File: src/hdl/splitmix_matrix_fill_fp64_macros.svh
// Assertion macros shared by the matrix fill generator.
`ifndef SPLITMIX_MATRIX_FILL_FP64_MACROS_SVH
`define SPLITMIX_MATRIX_FILL_FP64_MACROS_SVH

// Same-cycle implication, clocked on clk_i, quiet during reset.
`define SMF_ASSERT_NOW(lbl, ante, cons, msg) \
  lbl: assert property (@(posedge clk_i) disable iff (!rst_ni) (ante) |-> (cons)) \
    else $error(msg);

// Next-cycle implication, clocked on clk_i, quiet during reset.
`define SMF_ASSERT_NEXT(lbl, ante, cons, msg) \
  lbl: assert property (@(posedge clk_i) disable iff (!rst_ni) (ante) |=> (cons)) \
    else $error(msg);

`endif

File: src/hdl/smf_pkg.sv
// Package: types and constants of the matrix fill generator.
`default_nettype none

package smf_pkg;

  localparam int unsigned MAX_COLUMNS = 1048576;

  localparam logic [63:0] GOLDEN = 64'h9e3779b97f4a7c15;
  localparam logic [63:0] MIX_A  = 64'hbf58476d1ce4e5b9;
  localparam logic [63:0] MIX_B  = 64'h94d049bb133111eb;

  // Configuration register indexes
  typedef enum logic [1:0] {
    CFG_SEED       = 2'd0,
    CFG_START_ROW  = 2'd1,
    CFG_ROW_COUNT  = 2'd2,
    CFG_ROW_LENGTH = 2'd3
  } cfg_idx_e;

  // Item passed from front to back
  typedef struct packed {
    logic [63:0] gen_state;
    logic [31:0] row;
    logic [19:0] col;
    logic        last_row;
    logic        last_block;
  } smf_item_t;

endpackage

`default_nettype wire

File: src/hdl/smf_fifo.sv
// Two-entry queue between front and back.
`default_nettype none

module smf_fifo (
  input  logic               clk_i,
  input  logic               rst_ni,
  input  logic               wr_i,
  input  smf_pkg::smf_item_t wdata_i,
  output logic               full_o,
  input  logic               rd_i,
  output smf_pkg::smf_item_t rdata_o,
  output logic               empty_o
);
  import smf_pkg::*;

  smf_item_t  mem_q [2];
  logic       wptr_q, rptr_q;
  logic [1:0] count_q;

  assign full_o  = (count_q == 2'd2);
  assign empty_o = (count_q == 2'd0);
  assign rdata_o = mem_q[rptr_q];

  always_ff @(posedge clk_i) begin
    if (wr_i) begin
      mem_q[wptr_q] <= wdata_i;
    end
  end

  always_ff @(posedge clk_i or negedge rst_ni) begin
    if (!rst_ni) begin
      wptr_q  <= 1'b0;
      rptr_q  <= 1'b0;
      count_q <= '0;
    end else begin
      if (wr_i) wptr_q <= ~wptr_q;
      if (rd_i) rptr_q <= ~rptr_q;
      if (wr_i && !rd_i) begin
        count_q <= count_q + 2'd1;
      end else if (rd_i && !wr_i) begin
        count_q <= count_q - 2'd1;
      end
    end
  end

endmodule

`default_nettype wire

File: config.mk
export PLATFORM = sky130hd
export DESIGN_NAME = smf_fifo
export DESIGN_NICKNAME = d
export VERILOG_FILES = /design/src/hdl/splitmix_matrix_fill_fp64_macros.svh /design/src/hdl/smf_pkg.sv /design/src/hdl/smf_fifo.sv
export SDC_FILE = /design/constraint.sdc
export NUM_CORES = 1
export LEC_CHECK = 0
export BUFFER_PORTS_ARGS = -buffer_cell sky130_fd_sc_hd__buf_2
export CAP_MARGIN = 20
export CORE_MARGIN = 5
export CORE_UTILIZATION = 47
export DETAILED_ROUTE_END_ITERATION = 7
export GPL_TIMING_DRIVEN = 0
export PLACE_DENSITY_LB_ADDON = 0.15
export SETUP_SLACK_MARGIN = 0.05
export SLEW_MARGIN = 20
export SYNTH_ARGS = -nofsm -noshare
export SYNTH_HDL_FRONTEND = slang
export SYNTH_SLANG_ARGS = --single-unit
File: constraint.sdc
create_clock -name clk_i -period 8.7 [get_ports clk_i]
set_input_delay 0.87 -clock clk_i [delete_from_list [all_inputs] [get_ports clk_i]]
set_output_delay 0.87 -clock clk_i [all_outputs]
set_load 0.05 [all_outputs]
==> results of run 1 <==
[per-stage QoR]
stage	cells	TNS, ns
after floorplan	383	0
after detailed placement	860	0
final	903	0
after global placement	853	-103.68
after CTS	903	0
after global routing	903	0
[cells in the final DEF (no fill, tap or decap), types with 2 or more instances in the layout]
master and n:
mux2_2 118, buf_16 4, clkbuf_8 3, dfrtp_1 4, bufinv_16 2, nor2_1 2, edfxtp_1 236, buf_12 3
clkinv_2 6, clkbuf_1 4, clkinv_1 2, xor2_1 4, clkbuf_16 25, buf_2 241, buf_6 12
[worst max path at each step]
stage	end	slack, ns	cells after the start
2_1_floorplan	mem_q[0][0]$_DFFE_PP_	2.10	1
3_3_place_gp	mem_q[0][23]$_DFFE_PP_	-0.89	2
3_5_place_dp	mem_q[0][23]$_DFFE_PP_	6.17	5
4_1_cts	rdata_o[91]	5.94	4
5_1_grt	rdata_o[95]	5.92	4
6_report	rdata_o[91]	6.00	4
[flip-flops by register name, summed over array words and instances, names as in the netlist]
signal / cells
wptr_q: 1
mem_q: 236
count_q: 2
rptr_q: 1
[layer usage]
layer  vias up  GRT usage  share of wire
met5         -          0         0.0019
met4         4    0.03810          0.022
met3        29    0.05516          0.078
met2       144     0.2806           0.53
met1      2191     0.1739           0.37
li1       2085          -              -
[final cells by class]
cell class,count,area [µm²]
multi-input cells,129,1421
well taps,229,286.5
inverters,1,3.754
fillers,1350,6942
flip-flops and latches,240,7187
clock buffers,32,681.9
plain buffers,13,142.6
repair buffers,248,1376
clock inverters,11,106.4
[logic make-up after synthesis]
family / after synthesis / synth area share
simple gates: 5 / 0.003005
fa+ha+maj: 1 / 0.001431
mux: 118 / 0.1520
buf+inv: 14 / 0.01674
flops: 240 / 0.8219
xor+xnor: 5 / 0.005008
[where the power goes]
group | internal [µW] | switching, µW | leakage [µW] | total (µW)
Sequential | 1530 | 50.9 | 0.00226 | 1580
Clock | 609 | 398 | 0.000393 | 1010
Combinational | 530 | 1280 | 0.00162 | 1810
[worst max-delay path: stages, from the launching register on]
cell     delay [ns]
dfrtp_1        0.36
buf_4          0.21
buf_6          0.18
mux2_2         0.34
buf_2          0.22
==> run metrics, run 1 <==
status=finished clean; Mapped Area=8745 µm²; Yosys warning count=0; CP Capture Type=primary output; Initial Util=0.4819; worst-skew pair later-pin latency=0.50 ns; core region area=18150 µm²; relative slew slack=0.5927; Hold Slack=0.1641 ns; final setup violation count=0; CTS sink count=240; Post-synth top cells=edfxtp_1, mux2_2, buf_6, dfrtp_1, xor2_1; I/O Buffers=241; I/O Pins=242; Synth Area per Inst=22.83 µm²; Worst R2R Setup Slack=6.80 ns; Remaining DRCs=0; critical path fanouts, max=10; Tot Pwr=4400 µW; post-CTS setup buffer count=0; Most used DFF post-synth=edfxtp_1; number of buffers inserted by hold repair at cts=0; Die H=146.4 µm; final worst setup slack=5.998 ns; Clock Root Buffer=clkbuf_16; r2r endpoint=mem_q[0][28]$_DFFE_PP_; Placement Cell Area=10420 µm²; Rows=49; Layout area overhead=28.14%; post-synth cell types=12; PD cells=392.7 nW/µm²; layout cell share with drive strength beyond 1=0.6202; GP Congestion=0.7211; top-count cell post-synth=edfxtp_1; WP data arrival=1.83 ns; Core Util, Final=0.6175; initial antenna violation count=2; Slew @ Worst Pin=0.6097 ns; vias in the first global route=4902; Post-Syn Nets=506; Tmin final=2.702 ns; Max-Cap Viols=0; number of vias per cell=4.931; critical path data required time=7.83 ns; unrepaired setup endpoints after global routing=no; Synth area leaders=edfxtp_1, mux2_2, buf_6, dfrtp_1, xor2_1; Final Cycle Share=0.3106; ys async rst share=0.01667; first-pass GRT wire length=26.14 mm; Post-synth EDFFs=236; Die ar.=21430 µm²; Die W=146.4 µm; P_leak=0.004271 µW; CP Launch Type=register; DP HPWL=12.19 mm; CTS tree=done; H-tree levels=1; initial DRC count=187; Antenna Nets Post-Route=0; TritonCTS Buffers=25; highest clock rate=370.0 MHz; total wire length=17.10 mm; final instance area=11210 µm²; largest net degree at the start of global routing=46; Bufs on Longest Clock Path=3; clock-pin slew reported for the worst setup and hold paths after clock tree synthesis=0.06 ns; Worst R2R Path Depth=4; layout net count=781; FF-to-FF Start=wptr_q$_DFFE_PN0P_; routed vias=4453; Setup CP Type=reg2out; diode count=0; Yosys reg bits=240; Peak VDD IR=0.2895 mV; Layout Skew=0.008492 ns; cells after synthesis=383; Congestion Overflow GR=0; GRT Resource Usage Total=0.1545; Wirelength per Cell=18.93 µm; critical path startpoint=rptr_q$_DFFE_PN0P_; Place WS=6.171 ns; sequential area share after synthesis=0.8219; Final Slew Violations=0; Synth top area share=0.8104; final-report hold violation count=0; DRT Pass-1 Iters=4; worst hold path class=in2async; cts repair resizes=0; cell taking the most area after synthesis=edfxtp_1
No activity file was read; power rests on OpenSTA's default activity.
==> run 2: changes to the inputs <==
clock period = 2.7 ns   (was 8.7 ns; I/O delays follow)
==> run 2 against run 1 <==
Critical path depth unchanged. Flip-flop and latch count did not move. Combinational power rose to 3.3 times the previous value. Power rose to 3.3 times the previous value. Clock skew up 0.013 ns. Worst hold slack lost 0.067 ns. Final cell count up 13%. Sequential share of layout area shrank 6.2 points. Global-route usage is 1.3 points higher. Sequential power grew to 3.2 times the previous value. Final area rose by 11%. Routed wire length rose by 6.7%.
==> run metrics, run 2 (synthesis gave the netlist of run 1 again) <==
fill cell count=1205; commonest non-fill, non-tap cell in the layout=buf_2; Clock Root Buffer=clkbuf_16; DRT Pass-1 Iters=4; initial DRC count=224; Setup CP Type=reg2out; Tot Pwr=14320 µW; total wire length=18.24 mm; vias in the first global route=5503; unrepaired setup endpoints after global routing=no; GP Congestion=0.7479; Slew @ Worst Pin=0.4782 ns; Final Cycle Share=0.7849; Core Util, Final=0.6836; final worst setup slack=0.5808 ns; number of vias per cell=4.851; core region area=18150 µm²; Placement Cell Area=10430 µm²; CTS sink count=240; Initial Util=0.4819; relative slew slack=0.6805; worst hold path class=in2async; layout net count=903; layout cell share with drive strength beyond 1=0.5189; DP HPWL=11.89 mm; final-report hold violation count=0; cts repair resizes=0; critical path fanouts, max=10; Die W=146.4 µm; Peak VDD IR=0.7627 mV; final instance area=12410 µm²; CTS tree=done; GRT Resource Usage Total=0.1674; TritonCTS Buffers=26; CP Launch Type=register; first-pass GRT wire length=28.77 mm; worst-skew pair later-pin latency=0.52 ns; clock-pin slew reported for the worst setup and hold paths after clock tree synthesis=0.06 ns; FF/Latch Area=7187 µm²; PD cells=1154 nW/µm²; Bufs on Longest Clock Path=3; CP Capture Type=primary output; status=finished clean; critical path data required time=2.43 ns; final setup violation count=0; largest net degree at the start of global routing=48; I/O Buffers=241; Die H=146.4 µm; Layout Skew=0.02119 ns; Remaining DRCs=0; I/O Pins=242; multi-input logic area=1421 µm²; Die ar.=21430 µm²; most frequent cells in the layout=buf_2, edfxtp_1, dlygate4sd3_1; Congestion Overflow GR=0; largest reg by FF count=mem_q; Tmin final=2.119 ns; WP data arrival=1.85 ns; Top Registers=mem_q x236, count_q x2; Wirelength per Cell=17.87 µm; Antenna Nets Post-Route=0; routed vias=4953; Layout area overhead=41.87%; highest clock rate=471.9 MHz; Rows=49; initial antenna violation count=0; Largest register FFs=236; P_leak=0.004759 µW; Max-Cap Viols=0; Place WS=1.028 ns; diode count=0; Final Slew Violations=0; H-tree levels=1
## run 2: changes by cell type in the layout (fill, tap and decap cells not counted), sizes merged
| cell | before | now |
|---|---|---|
| clkbuf | 32 | 31 |
| dlygate4sd3 | 0 | 121 |
| clkinv | 9 | 7 |
## run 2: worst max-delay path, cell delays in order (launching register included)
cell	delay (ns)
dfrtp_1	0.36
buf_6	0.21
buf_6	0.18
mux2_2	0.36
buf_2	0.22
## run 2: where the power goes
part           total (µW)  internal (µW)  leakage, µW  switching (µW)
registers            5100           4940      0.00226             163
logic                6010           1830      0.00212            4180
clock network        3210           1930     0.000373            1280
## run 2: per-stage QoR
| stage | hold slack [ns] | cells | setup TNS [ns] |
|---|---|---|---|
| after floorplan | -0.02559 | 383 | 0 |
| after global placement | 0.07474 | 853 | -130.23 |
| after detailed placement | 0.08227 | 860 | 0 |
| after CTS | 0.07461 | 1021 | 0 |
| after global routing | 0.09477 | 1021 | 0 |
| final | 0.09661 | 1021 | 0 |
## run 2: repair_timing
| action | in CTS | in global routing |
|---|---|---|
| setup buffers | 0 | 0 |
| hold buffers | 121 | 0 |
| endpoints found under the hold margin | 242 | 0 |
## run 2: layout make-up
class,instances,area share
multi-input cells,129,0.1146
inverters,1,0.0003026
clock buffers,31,0.05396
flip-flops and latches,240,0.5793
clock inverters,9,0.008069
plain buffers,13,0.01150
repair buffers,369,0.2092
well taps,229,0.02310
## run 2: final timing paths
check                      slack (ns)                endpoint  cells after the start              startpoint
hold / removal                    0.1  count_q[1]$_DFFE_PN0P_                      2                  rst_ni
setup reg to reg                 1.05  mem_q[0][30]$_DFFE_PP_                      3      wptr_q$_DFFE_PN0P_
min in group clk_i               0.47  mem_q[0][36]$_DFFE_PP_                      2             wdata_i[36]
setup / recovery                 0.58              rdata_o[3]                      4      rptr_q$_DFFE_PN0P_
max in group asynchronous        2.48  count_q[0]$_DFFE_PN0P_                      2                  rst_ni
hold reg to reg                  0.54  count_q[1]$_DFFE_PN0P_                      1  count_q[1]$_DFFE_PN0P_
## run 2: layer usage
| layer | up-vias | wire (µm) | GRT usage |
|---|---|---|---|
| li1 | 2316 | - | - |
| met1 | 2439 | 6687 | 0.1873 |
| met2 | 167 | 9696 | 0.3042 |
| met3 | 31 | 1469 | 0.06012 |
| met4 | 0 | 389 | 0.04280 |
| met5 | - | 0 | 0 |
