## src/hdl/splitmix_matrix_fill_fp64_macros.svh

```systemverilog
// Assertion macros shared by the matrix fill generator.
`ifndef SPLITMIX_MATRIX_FILL_FP64_MACROS_SVH
`define SPLITMIX_MATRIX_FILL_FP64_MACROS_SVH

// Same-cycle implication, clocked on clk_i, quiet during reset.
`define SMF_ASSERT_NOW(lbl, ante, cons, msg) \
  lbl: assert property (@(posedge clk_i) disable iff (!rst_ni) (ante) |-> (cons)) \
    else $error(msg);

// Next-cycle implication, clocked on clk_i, quiet during reset.
`define SMF_ASSERT_NEXT(lbl, ante, cons, msg) \
  lbl: assert property (@(posedge clk_i) disable iff (!rst_ni) (ante) |=> (cons)) \
    else $error(msg);

`endif

```

## src/hdl/smf_pkg.sv

```systemverilog
// Package: types and constants of the matrix fill generator.
`default_nettype none

package smf_pkg;

  localparam int unsigned MAX_COLUMNS = 1048576;

  localparam logic [63:0] GOLDEN = 64'h9e3779b97f4a7c15;
  localparam logic [63:0] MIX_A  = 64'hbf58476d1ce4e5b9;
  localparam logic [63:0] MIX_B  = 64'h94d049bb133111eb;

  // Configuration register indexes
  typedef enum logic [1:0] {
    CFG_SEED       = 2'd0,
    CFG_START_ROW  = 2'd1,
    CFG_ROW_COUNT  = 2'd2,
    CFG_ROW_LENGTH = 2'd3
  } cfg_idx_e;

  // Item passed from front to back
  typedef struct packed {
    logic [63:0] gen_state;
    logic [31:0] row;
    logic [19:0] col;
    logic        last_row;
    logic        last_block;
  } smf_item_t;

endpackage

`default_nettype wire

```

## src/hdl/smf_front.sv

```systemverilog
// Front: configuration registers, row offset multiplier, stream position.
`default_nettype none

module smf_front #(
  parameter int unsigned MaxColumns = 1048576
) (
  input  logic             clk_i,
  input  logic             rst_ni,
  input  logic             cfg_valid_i,
  output logic             cfg_ready_o,
  input  logic [1:0]       cfg_index_i,
  input  logic [63:0]      cfg_data_i,
  input  logic             accept_i,
  input  logic             restart_i,
  output logic             busy_o,
  output smf_pkg::smf_item_t item_o
);
  import smf_pkg::*;

  localparam logic [20:0] MaxLen = 21'(MaxColumns);

  logic [63:0] seed_q;
  logic [31:0] start_row_q, row_count_q;
  logic [20:0] row_length_q;

  // serial (start_row + 1) * GOLDEN
  logic [63:0] block_off_q, mcand_q;
  logic [32:0] mult_q;
  logic [5:0]  cnt_q;
  logic        busy_q;

  logic [63:0] gen_q, off_q;
  logic [31:0] row_q;
  logic [19:0] col_q;
  logic        started_q;

  logic        restart_eff, end_row, end_block;
  logic [31:0] cur_row, place, cnt;
  logic [19:0] cur_col;
  logic [63:0] cur_off, base, gen_d;
  logic [20:0] len;
  logic        cfg_wr;

  assign cfg_ready_o = ~busy_q;
  assign busy_o      = busy_q;
  assign cfg_wr      = cfg_valid_i & cfg_ready_o;

  // Position and state of the current item
  always_comb begin
    restart_eff = restart_i | ~started_q;
    cur_row = restart_eff ? start_row_q : row_q;
    cur_col = restart_eff ? 20'd0 : col_q;
    cur_off = restart_eff ? block_off_q : off_q;
    base    = (cur_col == 20'd0) ? seed_q + cur_off : gen_q;
    gen_d   = base + GOLDEN;
    if (row_length_q == 21'd0) begin
      len = 21'd1;
    end else if (row_length_q > MaxLen) begin
      len = MaxLen;
    end else begin
      len = row_length_q;
    end
    cnt       = (row_count_q == 32'd0) ? 32'd1 : row_count_q;
    end_row   = ({1'b0, cur_col} + 21'd1) >= len;
    place     = cur_row - start_row_q;
    end_block = end_row && (place >= cnt - 32'd1);
    item_o.gen_state  = gen_d;
    item_o.row        = cur_row;
    item_o.col        = cur_col;
    item_o.last_row   = end_row;
    item_o.last_block = end_block;
  end

  // Config registers and offset multiplier
  always_ff @(posedge clk_i or negedge rst_ni) begin
    if (!rst_ni) begin
      seed_q       <= '0;
      start_row_q  <= '0;
      row_count_q  <= 32'd1;
      row_length_q <= 21'd1;
      block_off_q  <= GOLDEN;
      mcand_q      <= '0;
      mult_q       <= '0;
      cnt_q        <= '0;
      busy_q       <= 1'b0;
    end else if (busy_q) begin
      if (mult_q[0]) begin
        block_off_q <= block_off_q + mcand_q;
      end
      mcand_q <= mcand_q << 1;
      mult_q  <= mult_q >> 1;
      cnt_q   <= cnt_q - 6'd1;
      if (cnt_q == 6'd1) begin
        busy_q <= 1'b0;
      end
    end else if (cfg_wr) begin
      unique case (cfg_idx_e'(cfg_index_i))
        CFG_SEED:       seed_q <= cfg_data_i;
        CFG_START_ROW: begin
          start_row_q <= cfg_data_i[31:0];
          block_off_q <= '0;
          mcand_q     <= GOLDEN;
          mult_q      <= {1'b0, cfg_data_i[31:0]} + 33'd1;
          cnt_q       <= 6'd33;
          busy_q      <= 1'b1;
        end
        CFG_ROW_COUNT:  row_count_q <= cfg_data_i[31:0];
        CFG_ROW_LENGTH: row_length_q <= cfg_data_i[20:0];
        default: ;
      endcase
    end
  end

  // Stream position update
  always_ff @(posedge clk_i or negedge rst_ni) begin
    if (!rst_ni) begin
      gen_q     <= '0;
      off_q     <= '0;
      row_q     <= '0;
      col_q     <= '0;
      started_q <= 1'b0;
    end else if (accept_i) begin
      started_q <= 1'b1;
      gen_q     <= gen_d;
      if (end_block) begin
        row_q <= start_row_q;
        col_q <= '0;
        off_q <= block_off_q;
      end else if (end_row) begin
        row_q <= cur_row + 32'd1;
        col_q <= '0;
        off_q <= cur_off + GOLDEN;
      end else begin
        row_q <= cur_row;
        off_q <= cur_off;
        col_q <= cur_col + 20'd1;
      end
    end
  end

endmodule

`default_nettype wire

```

## config.mk

```make
export PLATFORM = sky130hd
export DESIGN_NAME = smf_front
export DESIGN_NICKNAME = d
export VERILOG_FILES = /design/src/hdl/splitmix_matrix_fill_fp64_macros.svh /design/src/hdl/smf_pkg.sv /design/src/hdl/smf_front.sv
export SDC_FILE = /design/constraint.sdc
export NUM_CORES = 2
export LEC_CHECK = 0
export BUFFER_PORTS_ARGS = -buffer_cell sky130_fd_sc_hd__buf_2
export CAP_MARGIN = 20
export CORE_ASPECT_RATIO = 0.9
export CORE_MARGIN = 3
export CORE_UTILIZATION = 45
export CTS_BUF_LIST = sky130_fd_sc_hd__clkbuf_2
export DETAILED_ROUTE_END_ITERATION = 8
export GPL_TIMING_DRIVEN = 0
export HOLD_SLACK_MARGIN = 0.05
export PLACE_DENSITY = 0.59
export SKIP_CTS_REPAIR_TIMING = 1
export SLEW_MARGIN = 20
export SYNTH_ARGS = -nofsm -noshare
export SYNTH_HDL_FRONTEND = slang
export SYNTH_SLANG_ARGS = --single-unit
```

## constraint.sdc

```tcl
create_clock -name clk_i -period 24.9 [get_ports clk_i]
set_input_delay 2.49 -clock clk_i [delete_from_list [all_inputs] [get_ports clk_i]]
set_output_delay 2.49 -clock clk_i [all_outputs]
set_load 0.02 [all_outputs]
```

==> flow_summary_export.csv <==
group,metric,value,unit
worst_setup_path,worstReg2RegEnd,"gen_q[62]",
sta,worstMarginPinSlew,1.28,ns
final_layout,multi_input_area,25300,sq um
min_path,hp-class,"flip-flop to flip-flop",
power_and_ir_drop,p_switching,4170,uW
synthesis,synth_async_sr_flop_share,1.00,
worst_setup_path,reg2reg_slack,9.31,ns
floorplan,die_area,91600,sq um
clocking,cts_root_buffer,"clkbuf_2",
worst_setup_path,critPathKind,"input pin to output port",
placed_design,dpl_cell_area,42200,sq um
worst_setup_path,required,22.41,ns
placed_design,gp_congestion,1.01,
sta,fin_tns_setup,0,ns
power_and_ir_drop,ir_drop,0.0867,mV
floorplan,io_pins,191,
global_routing,antenna_found_initial,16,
synthesis,ys_seq_area_frac,0.316,
sta,setup_viol,0,
clocking,cts-htree-levels,4,
sta,slew_headroom,0.147,
synthesis,syn_avg_cell_area,8.36,sq um
drt,wire_per_inst,26.1,microns
global_routing,grt_use_total,0.353,
worst_setup_path,r2r_cells,37,
synthesis,synth_edf_count,0,
drt,vias,39800,
clocking,clk_latency,1.47,ns
drt,drc,0,
clocking,clk_pin_slew,0.08,ns
clocking,tritoncts,"yes",
sta,post-route-period-util,0.806,
power_and_ir_drop,internal_power,3480,uW
flow_run,max_cap_viol_count,0,
min_path,whs_path_depth,2,
worst_setup_path,crit_top_cell,"buf_2",
clocking,cts_buffers,141,
min_path,hold_end,"mult_q[32]",
floorplan,die_height,287,microns
status,outcome,"finished, final reports clean",
synthesis,synthFlopType,"dfrtp_1",
final_layout,fin_util,0.502,
drt,dr.pass1.iters,7,
synthesis,ys_ff_latch,498,
synthesis,synth_fp_nets,5031,
power_and_ir_drop,power_frac_seq,0.214,
drt,drt_iter0_drc,4671,
global_routing,grt_pass1_vias,37200,
synthesis,synth_cells,4738,
global_routing,grt_pass1_wl,242000,microns
drt,ant_nets,0,
worst_setup_path,rr_startpoint,"started_q",
placed_design,dp_hpwl,126000,microns
floorplan,start_util,0.457,
global_routing,gr-total-overflow,0,
min_path,hp-start,"mult_q[32]",
sta,hold_viol_final,0,
final_layout,drive_gt1_frac,0.155,
final_layout,seqCellArea,12500,sq um
placed_design,io_buffers,186,
sta,fin_crit,20.07,ns
floorplan,row_count,102,
synthesis,ys_warn_count,0,
power_and_ir_drop,total_power,7650,uW
clocking,clockBufferDepth,3,
drt,wirelength,166000,microns
clocking,cts_sinks,498,
floorplan,die_x,319,microns
sta,slew_viol_final,0,
final_layout,fill_cells,8684,
synthesis,synth_area,39600,sq um
sta,fmax,0.0498,GHz
floorplan,core_area,86700,sq um
power_and_ir_drop,switching_share,0.545,
power_and_ir_drop,p_clk_frac,0.084,
synthesis,synthDistinctLibCells,123,
final_layout,fin_area,43500,sq um
worst_setup_path,cp-end-kind,"output port",
sta,clock-skew-final,0.109,ns
worst_setup_path,start_kind,"input pin",
power_and_ir_drop,power.leakage,0.0197,uW
worst_setup_path,cp_slowest_cell,"clkbuf_1",
drt,viasPerCell,6.28,
worst_setup_path,max_stage_delay,1.01,ns
power_and_ir_drop,power_density,176,nW/um^2
final_layout,syn2layout_area_growth,9.79,%
global_routing,grt_max_degree,88,
worst_setup_path,crit_fanout,10,
power_and_ir_drop,pwr-share-comb,0.701,
worst_setup_path,critical_path_arrival,17.58,ns
final_layout,nets,5367,
sta,rsz0062_at_grt,"no",
[through the flow]
stage | cells | setup WS, ns | hold WS (ns)
floorplan | 4738 | 11.78 | 0.440
global placement | 6068 | 4.79 | 0.460
detailed placement | 6075 | 5.71 | 0.467
CTS | 6330 | 5.67 | 0.490
global route | 6338 | 5.04 | 0.515
finish | 6339 | 4.83 | 0.488
[registers in the layout (all words and copies together) (netlist names)]
register      count
block_off_q      64
gen_q            64
mcand_q          64
off_q            64
seed_q           64
mult_q           33
row_count_q      32
row_q            32
start_row_q      32
row_length_q     21
col_q            20
cnt_q             6
busy_o            1
started_q         1
[cell usage after synthesis, drive strengths merged (43+ instances only)]
cell	instances	area [sq um]
a21o	140	1050
dfrtp	458	11500
and2	62	390
nor3	101	533
ha	219	2740
inv	183	687
buf	73	385
nor2	358	1370
a21oi	351	1810
nand3	176	891
xnor2	140	1230
nand2	558	2090
xor2	105	927
or3	47	304
o21ai	369	1880
a22oi	60	455
and3	53	332
nand4	58	369
a211oi	43	395
a31oi	46	324
mux2	181	2040
o211ai	51	403
clkbuf	194	728
mux2i	87	875
[power by group through the flow]
| stage | Clock, uW | Sequential, uW | Combinational [uW] |
|---|---|---|---|
| after global routing | 700 | 1670 | 5870 |
| after global placement | 0 | 1630 | 5200 |
| after detailed placement | 0 | 1630 | 5260 |
| after floorplan | 0 | 1430 | 3880 |
| after CTS | 659 | 1610 | 5280 |
| final | 645 | 1640 | 5360 |
[worst max-delay path, delay by kind of cell]
family,cells,cell delay (ns)
mux,1,0.35
buf+inv,20,10.05
simple gates,6,1.19
fa+ha+maj,2,0.50
xor+xnor,1,0.19
compound gates,9,2.66
[final cells by class]
class / instances / share of cell area
Multi-Input combinational cell: 3790 / 0.582
Sequential cell: 498 / 0.288
Tap cell: 1144 / 0.0329
Buffer: 267 / 0.0258
Timing Repair Buffer: 193 / 0.0256
Clock buffer: 208 / 0.0239
Inverter: 183 / 0.0158
Clock inverter: 47 / 0.00570
Antenna cell: 9 / 0.000518
[cell families after synthesis]
group | synth area share
adders and majority gates | 0.0707
AOI/OAI and AO/OA | 0.246
and+or+nand+nor | 0.194
muxes | 0.0737
buffers and inverters | 0.0455
xor gates and xnor gates | 0.0544
DFF | 0.316
[cells in the final DEF (no fill, tap or decap), types with 18 or more instances in the layout]
master / n
clkbuf_1: 187
and3_1: 53
o21bai_1: 24
nand2_1: 558
o211ai_1: 47
o22ai_1: 27
a31oi_1: 43
mux2_2: 180
dfrtp_1: 458
o31ai_1: 31
or3_1: 45
or2_2: 21
nand3_1: 174
o21ai_0: 354
nor4_1: 30
xor2_1: 104
mux2i_1: 86
and2_1: 57
inv_1: 182
dfstp_2: 40
a22o_1: 23
nand4_1: 57
buf_2: 220
clkinv_1: 32
nand2b_1: 37
a21boi_0: 18
a22oi_1: 59
ha_1: 219
a21o_1: 140
xnor2_1: 140
buf_1: 22
o21a_1: 29
o2bb2ai_1: 25
nor3_1: 97
clkbuf_2: 216
nor2_1: 354
a21oi_1: 343
a211oi_1: 33
nor2b_1: 23
[how the worst max path moves through the flow]
stage / from / endpoint / slack, ns
2_1_floorplan: restart_i / item_o[112] / 11.78
3_3_place_gp: restart_i / item_o[116] / 4.79
3_5_place_dp: restart_i / item_o[116] / 5.71
4_1_cts: restart_i / item_o[116] / 5.67
5_1_grt: restart_i / item_o[116] / 5.04
6_report: restart_i / item_o[116] / 4.83
[layer usage]
metal,up-vias,track usage,wire length [microns],share of wire
met3,461,0.0945,18400,0.11
met4,14,0.165,8020,0.048
met2,2142,0.518,68600,0.41
met5,-,0,103,0.00062
met1,19100,0.481,70500,0.43
li1,18100,-,-,-
No activity file was read; power rests on OpenSTA's default activity.
