**config.mk**
```make
export PLATFORM = sky130hd
export DESIGN_NAME = smf_back
export DESIGN_NICKNAME = d
export VERILOG_FILES = /design/src/hdl/splitmix_matrix_fill_fp64_macros.svh /design/src/hdl/smf_pkg.sv /design/src/hdl/smf_back.sv
export SDC_FILE = /design/constraint.sdc
export NUM_CORES = 2
export LEC_CHECK = 0
export BUFFER_PORTS_ARGS = -buffer_cell sky130_fd_sc_hd__buf_2
export CAP_MARGIN = 10
export CORE_UTILIZATION = 48
export CTS_CLUSTER_DIAMETER = 50
export CTS_CLUSTER_SIZE = 10
export DETAILED_ROUTE_END_ITERATION = 10
export GPL_TIMING_DRIVEN = 0
export PLACE_DENSITY_LB_ADDON = 0.15
export SLEW_MARGIN = 10
export SYNTH_ARGS = -nofsm -noshare
export SYNTH_HDL_FRONTEND = slang
export SYNTH_SLANG_ARGS = --single-unit
```
**constraint.sdc**
```tcl
create_clock -name clk_i -period 8.6 [get_ports clk_i]
set_input_delay 1.29 -clock clk_i [delete_from_list [all_inputs] [get_ports clk_i]]
set_output_delay 1.29 -clock clk_i [all_outputs]
set_load 0.03 [all_outputs]
```
**src/hdl/splitmix_matrix_fill_fp64_macros.svh**
```systemverilog
// Assertion macros shared by the matrix fill generator.
`ifndef SPLITMIX_MATRIX_FILL_FP64_MACROS_SVH
`define SPLITMIX_MATRIX_FILL_FP64_MACROS_SVH

// Same-cycle implication, clocked on clk_i, quiet during reset.
`define SMF_ASSERT_NOW(lbl, ante, cons, msg) \
  lbl: assert property (@(posedge clk_i) disable iff (!rst_ni) (ante) |-> (cons)) \
    else $error(msg);

// Next-cycle implication, clocked on clk_i, quiet during reset.
`define SMF_ASSERT_NEXT(lbl, ante, cons, msg) \
  lbl: assert property (@(posedge clk_i) disable iff (!rst_ni) (ante) |=> (cons)) \
    else $error(msg);

`endif

```
**src/hdl/smf_pkg.sv**
```systemverilog
// Package: types and constants of the matrix fill generator.
`default_nettype none

package smf_pkg;

  localparam int unsigned MAX_COLUMNS = 1048576;

  localparam logic [63:0] GOLDEN = 64'h9e3779b97f4a7c15;
  localparam logic [63:0] MIX_A  = 64'hbf58476d1ce4e5b9;
  localparam logic [63:0] MIX_B  = 64'h94d049bb133111eb;

  // Configuration register indexes
  typedef enum logic [1:0] {
    CFG_SEED       = 2'd0,
    CFG_START_ROW  = 2'd1,
    CFG_ROW_COUNT  = 2'd2,
    CFG_ROW_LENGTH = 2'd3
  } cfg_idx_e;

  // Item passed from front to back
  typedef struct packed {
    logic [63:0] gen_state;
    logic [31:0] row;
    logic [19:0] col;
    logic        last_row;
    logic        last_block;
  } smf_item_t;

endpackage

`default_nettype wire

```
**src/hdl/smf_back.sv**
```systemverilog
// Back: splitmix64 mix, conversion to binary64, result register.
`default_nettype none

module smf_back (
  input  logic               clk_i,
  input  logic               rst_ni,
  input  logic               q_empty_i,
  input  smf_pkg::smf_item_t q_item_i,
  output logic               q_rd_o,
  input  logic               pop,
  output logic               empty,
  output logic [63:0]        value_bits_o,
  output logic [31:0]        row_index_o,
  output logic [19:0]        column_index_o,
  output logic               last_in_row_o,
  output logic               last_in_block_o
);
  import smf_pkg::*;

  typedef enum logic [2:0] {
    ST_IDLE, ST_MUL1, ST_SUM1, ST_MUL2, ST_SUM2, ST_CONV, ST_NORM, ST_DONE
  } state_e;

  state_e      state_q;
  smf_item_t   meta_q;
  logic [63:0] z_q;
  logic [63:0] p0_q;
  logic [31:0] p1_q, p2_q;
  logic        sign_q, zero_q;
  logic [52:0] mag_q;
  logic [5:0]  lz_q;
  logic [2:0]  step_q;
  logic        out_valid_q;

  logic [63:0] k, y, bits;
  logic [52:0] m;
  logic [52:0] mag_sh;
  logic [5:0]  sh;
  logic        top_zero;
  logic [10:0] expo;

  assign empty  = ~out_valid_q;
  assign q_rd_o = (state_q == ST_IDLE) && !q_empty_i;

  // Partial-product sum, shift search step and packing
  always_comb begin
    k = (state_q == ST_MUL1) ? MIX_A : MIX_B;
    y = p0_q + {p1_q + p2_q, 32'd0};
    m = z_q[63:11];
    case (step_q)
      3'd0:    sh = 6'd32;
      3'd1:    sh = 6'd16;
      3'd2:    sh = 6'd8;
      3'd3:    sh = 6'd4;
      3'd4:    sh = 6'd2;
      default: sh = 6'd1;
    endcase
    top_zero = (mag_q >> (6'd53 - sh)) == 53'd0;
    mag_sh   = mag_q << sh;
    expo     = 11'd1022 - {5'd0, lz_q};
    bits     = zero_q ? 64'd0 : {sign_q, expo, mag_q[51:0]};
  end

  always_ff @(posedge clk_i) begin
    unique case (state_q)
      ST_IDLE: begin
        meta_q <= q_item_i;
        z_q    <= q_item_i.gen_state ^ (q_item_i.gen_state >> 30);
      end
      ST_MUL1, ST_MUL2: begin
        p0_q <= z_q[31:0] * k[31:0];
        p1_q <= 32'(z_q[31:0] * k[63:32]);
        p2_q <= 32'(z_q[63:32] * k[31:0]);
      end
      ST_SUM1: z_q <= y ^ (y >> 27);
      ST_SUM2: z_q <= y ^ (y >> 31);
      ST_CONV: begin
        sign_q <= ~m[52];
        zero_q <= (m == 53'h10000000000000);
        mag_q  <= m[52] ? {1'b0, m[51:0]} : 53'h10000000000000 - m;
        lz_q   <= '0;
        step_q <= '0;
      end
      ST_NORM: begin
        step_q <= step_q + 3'd1;
        if (top_zero) begin
          mag_q <= mag_sh;
          lz_q  <= lz_q + sh;
        end
      end
      ST_DONE: begin
        if (!out_valid_q || pop) begin
          value_bits_o    <= bits;
          row_index_o     <= meta_q.row;
          column_index_o  <= meta_q.col;
          last_in_row_o   <= meta_q.last_row;
          last_in_block_o <= meta_q.last_block;
        end
      end
      default: ;
    endcase
  end

  // Sequencer and result valid
  always_ff @(posedge clk_i or negedge rst_ni) begin
    if (!rst_ni) begin
      state_q     <= ST_IDLE;
      out_valid_q <= 1'b0;
    end else begin
      if (state_q == ST_DONE && (!out_valid_q || pop)) begin
        out_valid_q <= 1'b1;
      end else if (pop && out_valid_q) begin
        out_valid_q <= 1'b0;
      end
      unique case (state_q)
        ST_IDLE: if (!q_empty_i) state_q <= ST_MUL1;
        ST_MUL1: state_q <= ST_SUM1;
        ST_SUM1: state_q <= ST_MUL2;
        ST_MUL2: state_q <= ST_SUM2;
        ST_SUM2: state_q <= ST_CONV;
        ST_CONV: state_q <= ST_NORM;
        ST_NORM: if (step_q == 3'd5) state_q <= ST_DONE;
        ST_DONE: begin
          if (!out_valid_q || pop) begin
            state_q <= ST_IDLE;
          end
        end
        default: state_q <= ST_IDLE;
      endcase
    end
  end

endmodule

`default_nettype wire

```
==> impl_metrics.py <==
metrics = {
    "critical_path": {
        "crit_family": "adder cells",
        "critPathMaxFanout": 7,
        "startpoint": "z_q[21]",
        "start_kind": "register",
        "cp.required_ns": 8.99,
        "crit_path_top_delay_cell": "fa_1",
        "crit_buf_inv": 5,
        "r2r-start": "z_q[21]",
        "end_kind": "register",
        "crit_arrival_ns": 9.14,
        "critPathMaxStageDelay_ns": 0.66,
        "cp_common_cell": "fa_1",
        "crit_type": "register to register",
    },
    "synthesis": {
        "yosys.area.top_type": "fa_1",
        "ys_async_sr_fraction": 0.00937,
        "synth_warnings": 0,
        "synth_enable_flop_cells": 423,
        "yosysSeqAreaShare": 0.184,
        "synth-seq-cells": 427,
        "syn-instance-count": 6869,
        "synth_top_area_frac": 0.337,
        "synth.area.top_cells": "fa_1, edfxtp_1, ha_1, inv_1, xnor2_1",
        "synthFlopType": "edfxtp_1",
        "syn-cell-area_um2": 69400,
        "yosysUniqueCellTypes": 95,
        "syn_avg_cell_area_um2": 10.1,
    },
    "sta": {
        "fmax_mhz": 114,
        "finalSetupTns_ns": -0.353,
        "rsz0062_at_grt": "true",
        "worstMarginPinSlew_ns": 1.20,
        "layout_worst_path_cycle_share": 1.02,
        "fin_ws_ns": -0.154,
        "slew_headroom": 0.198,
        "slew_viol_final": 0,
        "setup_viol": 5,
        "fin_skew_ns": 0.0725,
        "period_needed_ns": 8.75,
        "finalHoldViolCount": 0,
    },
    "die": {
        "initial_core_util": 0.484,
        "core-area_um2": 143000,
        "die_y_um": 382,
        "fp.dieW_um": 382,
        "rows": 139,
        "die-area_um2": 146000,
        "io_pins": 242,
    },
    "detailed_routing": {
        "antenna_left": 0,
        "num_vias": 54200,
        "drcViolationCount": 0,
        "dr.first_iter.drc_count": 5623,
        "viasPerCell": 5.74,
        "drt-total-wl_mm": 268,
        "drt_pass1_iterations": 6,
        "routedWlPerCell_um": 28.4,
    },
    "layout": {
        "n_fill_cell": 12700,
        "drive_above_1_share": 0.130,
        "final_nets": 9648,
        "fin_util": 0.557,
        "area_growth_pct": 15.2,
        "finalNonFillerCells": 9443,
        "finalInstanceArea_um2": 79900,
    },
    "clock_tree": {
        "path_clk_slew_ns": 0.06,
        "cts_sinks": 427,
        "cts_hold_buf": 0,
        "root_buffer": "clkbuf_16",
        "cts_tree": "done",
        "insertion_delay_ns": 0.67,
        "htree_num_levels": 2,
        "cts_made_buffers": 54,
        "cts_max_path_buffers": 3,
    },
    "job": {
        "maxCapViolations": 0,
    },
    "grt": {
        "grt_usage": 0.371,
        "grt_pass1_wl_mm": 388,
        "grt_max_degree": 51,
        "antenna_found_initial": 10,
        "gr-total-overflow": 0,
        "grt_pass1_vias": 56200,
    },
    "run_status": {
        "violations": "setup timing",
        "outcome": "complete, but fails checks",
    },
    "placed_design": {
        "hpwl_mm": 215,
        "dp.cells": 9100,
        "gp_congestion": 1.04,
        "place_area_um2": 74100,
        "io_buffers": 240,
    },
    "worst_hold_path": {
        "min_path_type": "register to register",
        "worstHoldStart": "meta_q[16]",
    },
}
placed cells by master, fill, tap and decap left out, types with 24 or more instances in the layout:
| cell type | n |
|---|---|
| inv_1 | 1535 |
| fa_1 | 1123 |
| ha_1 | 814 |
| edfxtp_1 | 423 |
| nand2_1 | 406 |
| nor2_1 | 325 |
| xnor2_1 | 292 |
| a21oi_1 | 276 |
| buf_2 | 252 |
| buf_4 | 220 |
| clkbuf_1 | 189 |
| o21ai_0 | 154 |
| a21o_1 | 81 |
| nor2b_1 | 67 |
| o22ai_1 | 67 |
| clkbuf_16 | 64 |
| nor3_1 | 59 |
| mux2i_1 | 58 |
| xor2_1 | 56 |
| conb_1 | 56 |
| nand3_1 | 52 |
| clkinvlp_4 | 48 |
| a31oi_1 | 47 |
| fa_2 | 47 |
| buf_12 | 39 |
| nand2b_1 | 38 |
| a211oi_1 | 34 |
| and3_1 | 33 |
| o21a_1 | 31 |
| a221oi_1 | 29 |
| o21bai_1 | 28 |
| ha_4 | 27 |
| and2_1 | 24 |
state kept, by name, indices dropped and copies added, names as in the netlist:
| register | flops |
|---|---|
| step_q | 3 |
| value_bits_o | 61 |
| last_in_row_o | 1 |
| z_q | 64 |
| row_index_o | 32 |
| out_valid_q | 1 |
| lz_q | 6 |
| meta_q | 54 |
| p0_q | 64 |
| p1_q | 30 |
| p2_q | 32 |
| mag_q | 53 |
| column_index_o | 20 |
| zero_q | 1 |
| sign_q | 1 |
| last_in_block_o | 1 |
| state_q | 3 |
final timing paths:
path                            depth (start not counted)                  to  slack (ns)
worst max-delay path                                   25            p0_q[56]       -0.15
worst max register to register                         25            p0_q[56]       -0.15
worst min register to register                          0  column_index_o[14]        0.42
min in group asynchronous                               1          state_q[2]        0.46
max in group asynchronous                               1         out_valid_q        7.95
worst min-delay path                                    0  column_index_o[14]        0.42
cell type report:
class	count	area (um^2)	share of cell area
Timing Repair Buffer	536	4460	0.0558
Sequential cell	427	12800	0.160
Tap cell	1903	2380	0.0298
Multi-Input combinational cell	4651	51300	0.642
Antenna cell	4	10.0	0.000125
Buffer	233	1160	0.0146
Clock inverter	17	213	0.00266
Inverter	1606	6220	0.0778
Clock buffer	66	1400	0.0175
routing by layer:
metal	routed length, um	share of wire	vias to the layer above	track usage
li1	-	-	23300	-
met1	104000	0.39	27200	0.476
met2	117000	0.44	2937	0.563
met3	28600	0.11	808	0.104
met4	19000	0.071	14	0.209
met5	208	0.00078	-	0
repair_timing:
| item | in CTS | in global routing |
|---|---|---|
| setup buffers | 214 | 46 |
| gates cloned | 2 | 0 |
| resized for setup | 292 | 152 |
| pin swaps | 92 | 133 |
| setup endpoints to repair | 101 | 37 |
cell families after synthesis:
family	count (synthesis)	synth area share
fa+ha+maj	2017	0.490
buf+inv	1845	0.100
flops	427	0.184
other cells	2	0.000108
mux	67	0.0101
simple gates	1158	0.0751
xor+xnor	364	0.0466
compound gates	989	0.0932
per-stage QoR:
step	setup WS (ns)	hold slack [ns]
global route	-0.208	0.420
finish	-0.154	0.416
floorplan	0.0598	0.400
CTS	-0.0885	0.417
global placement	-4.27	0.400
detailed placement	-3.81	0.405
cell usage after synthesis (29+ instances only):
master	count
fa_1	1170
clkbuf_1	197
inv_1	1599
a211oi_1	35
and3_1	33
edfxtp_1	423
nor2_1	328
a21o_1	82
xnor2_1	305
a21oi_1	295
nor3_1	62
ha_1	847
xor2_1	56
a221oi_1	32
nand2_1	452
o21bai_1	29
nor2b_1	69
mux2i_1	58
a31oi_1	51
nand3_1	53
o22ai_1	68
o21ai_0	168
o21a_1	31
nand2b_1	41
worst register-to-register path, cell delays in order (launching register included):
cell      delay, ns
edfxtp_1       0.43
clkbuf_1       0.65
inv_1          0.50
fa_1           0.66
inv_1          0.06
fa_1           0.49
fa_1           0.52
inv_1          0.05
fa_1           0.53
inv_1          0.05
fa_1           0.48
fa_2           0.56
fa_2           0.48
fa_2           0.57
ha_4           0.21
a21o_1         0.17
a21o_1         0.16
a21oi_2        0.16
o21ai_1        0.09
a221o_1        0.34
a41o_4         0.26
nand4_1        0.20
nand2_4        0.10
a21o_1         0.24
o211a_1        0.21
a311o_1        0.34
Power is not shown: default switching activity piles up to over one toggle a cycle in this logic, so the estimate is an artifact.
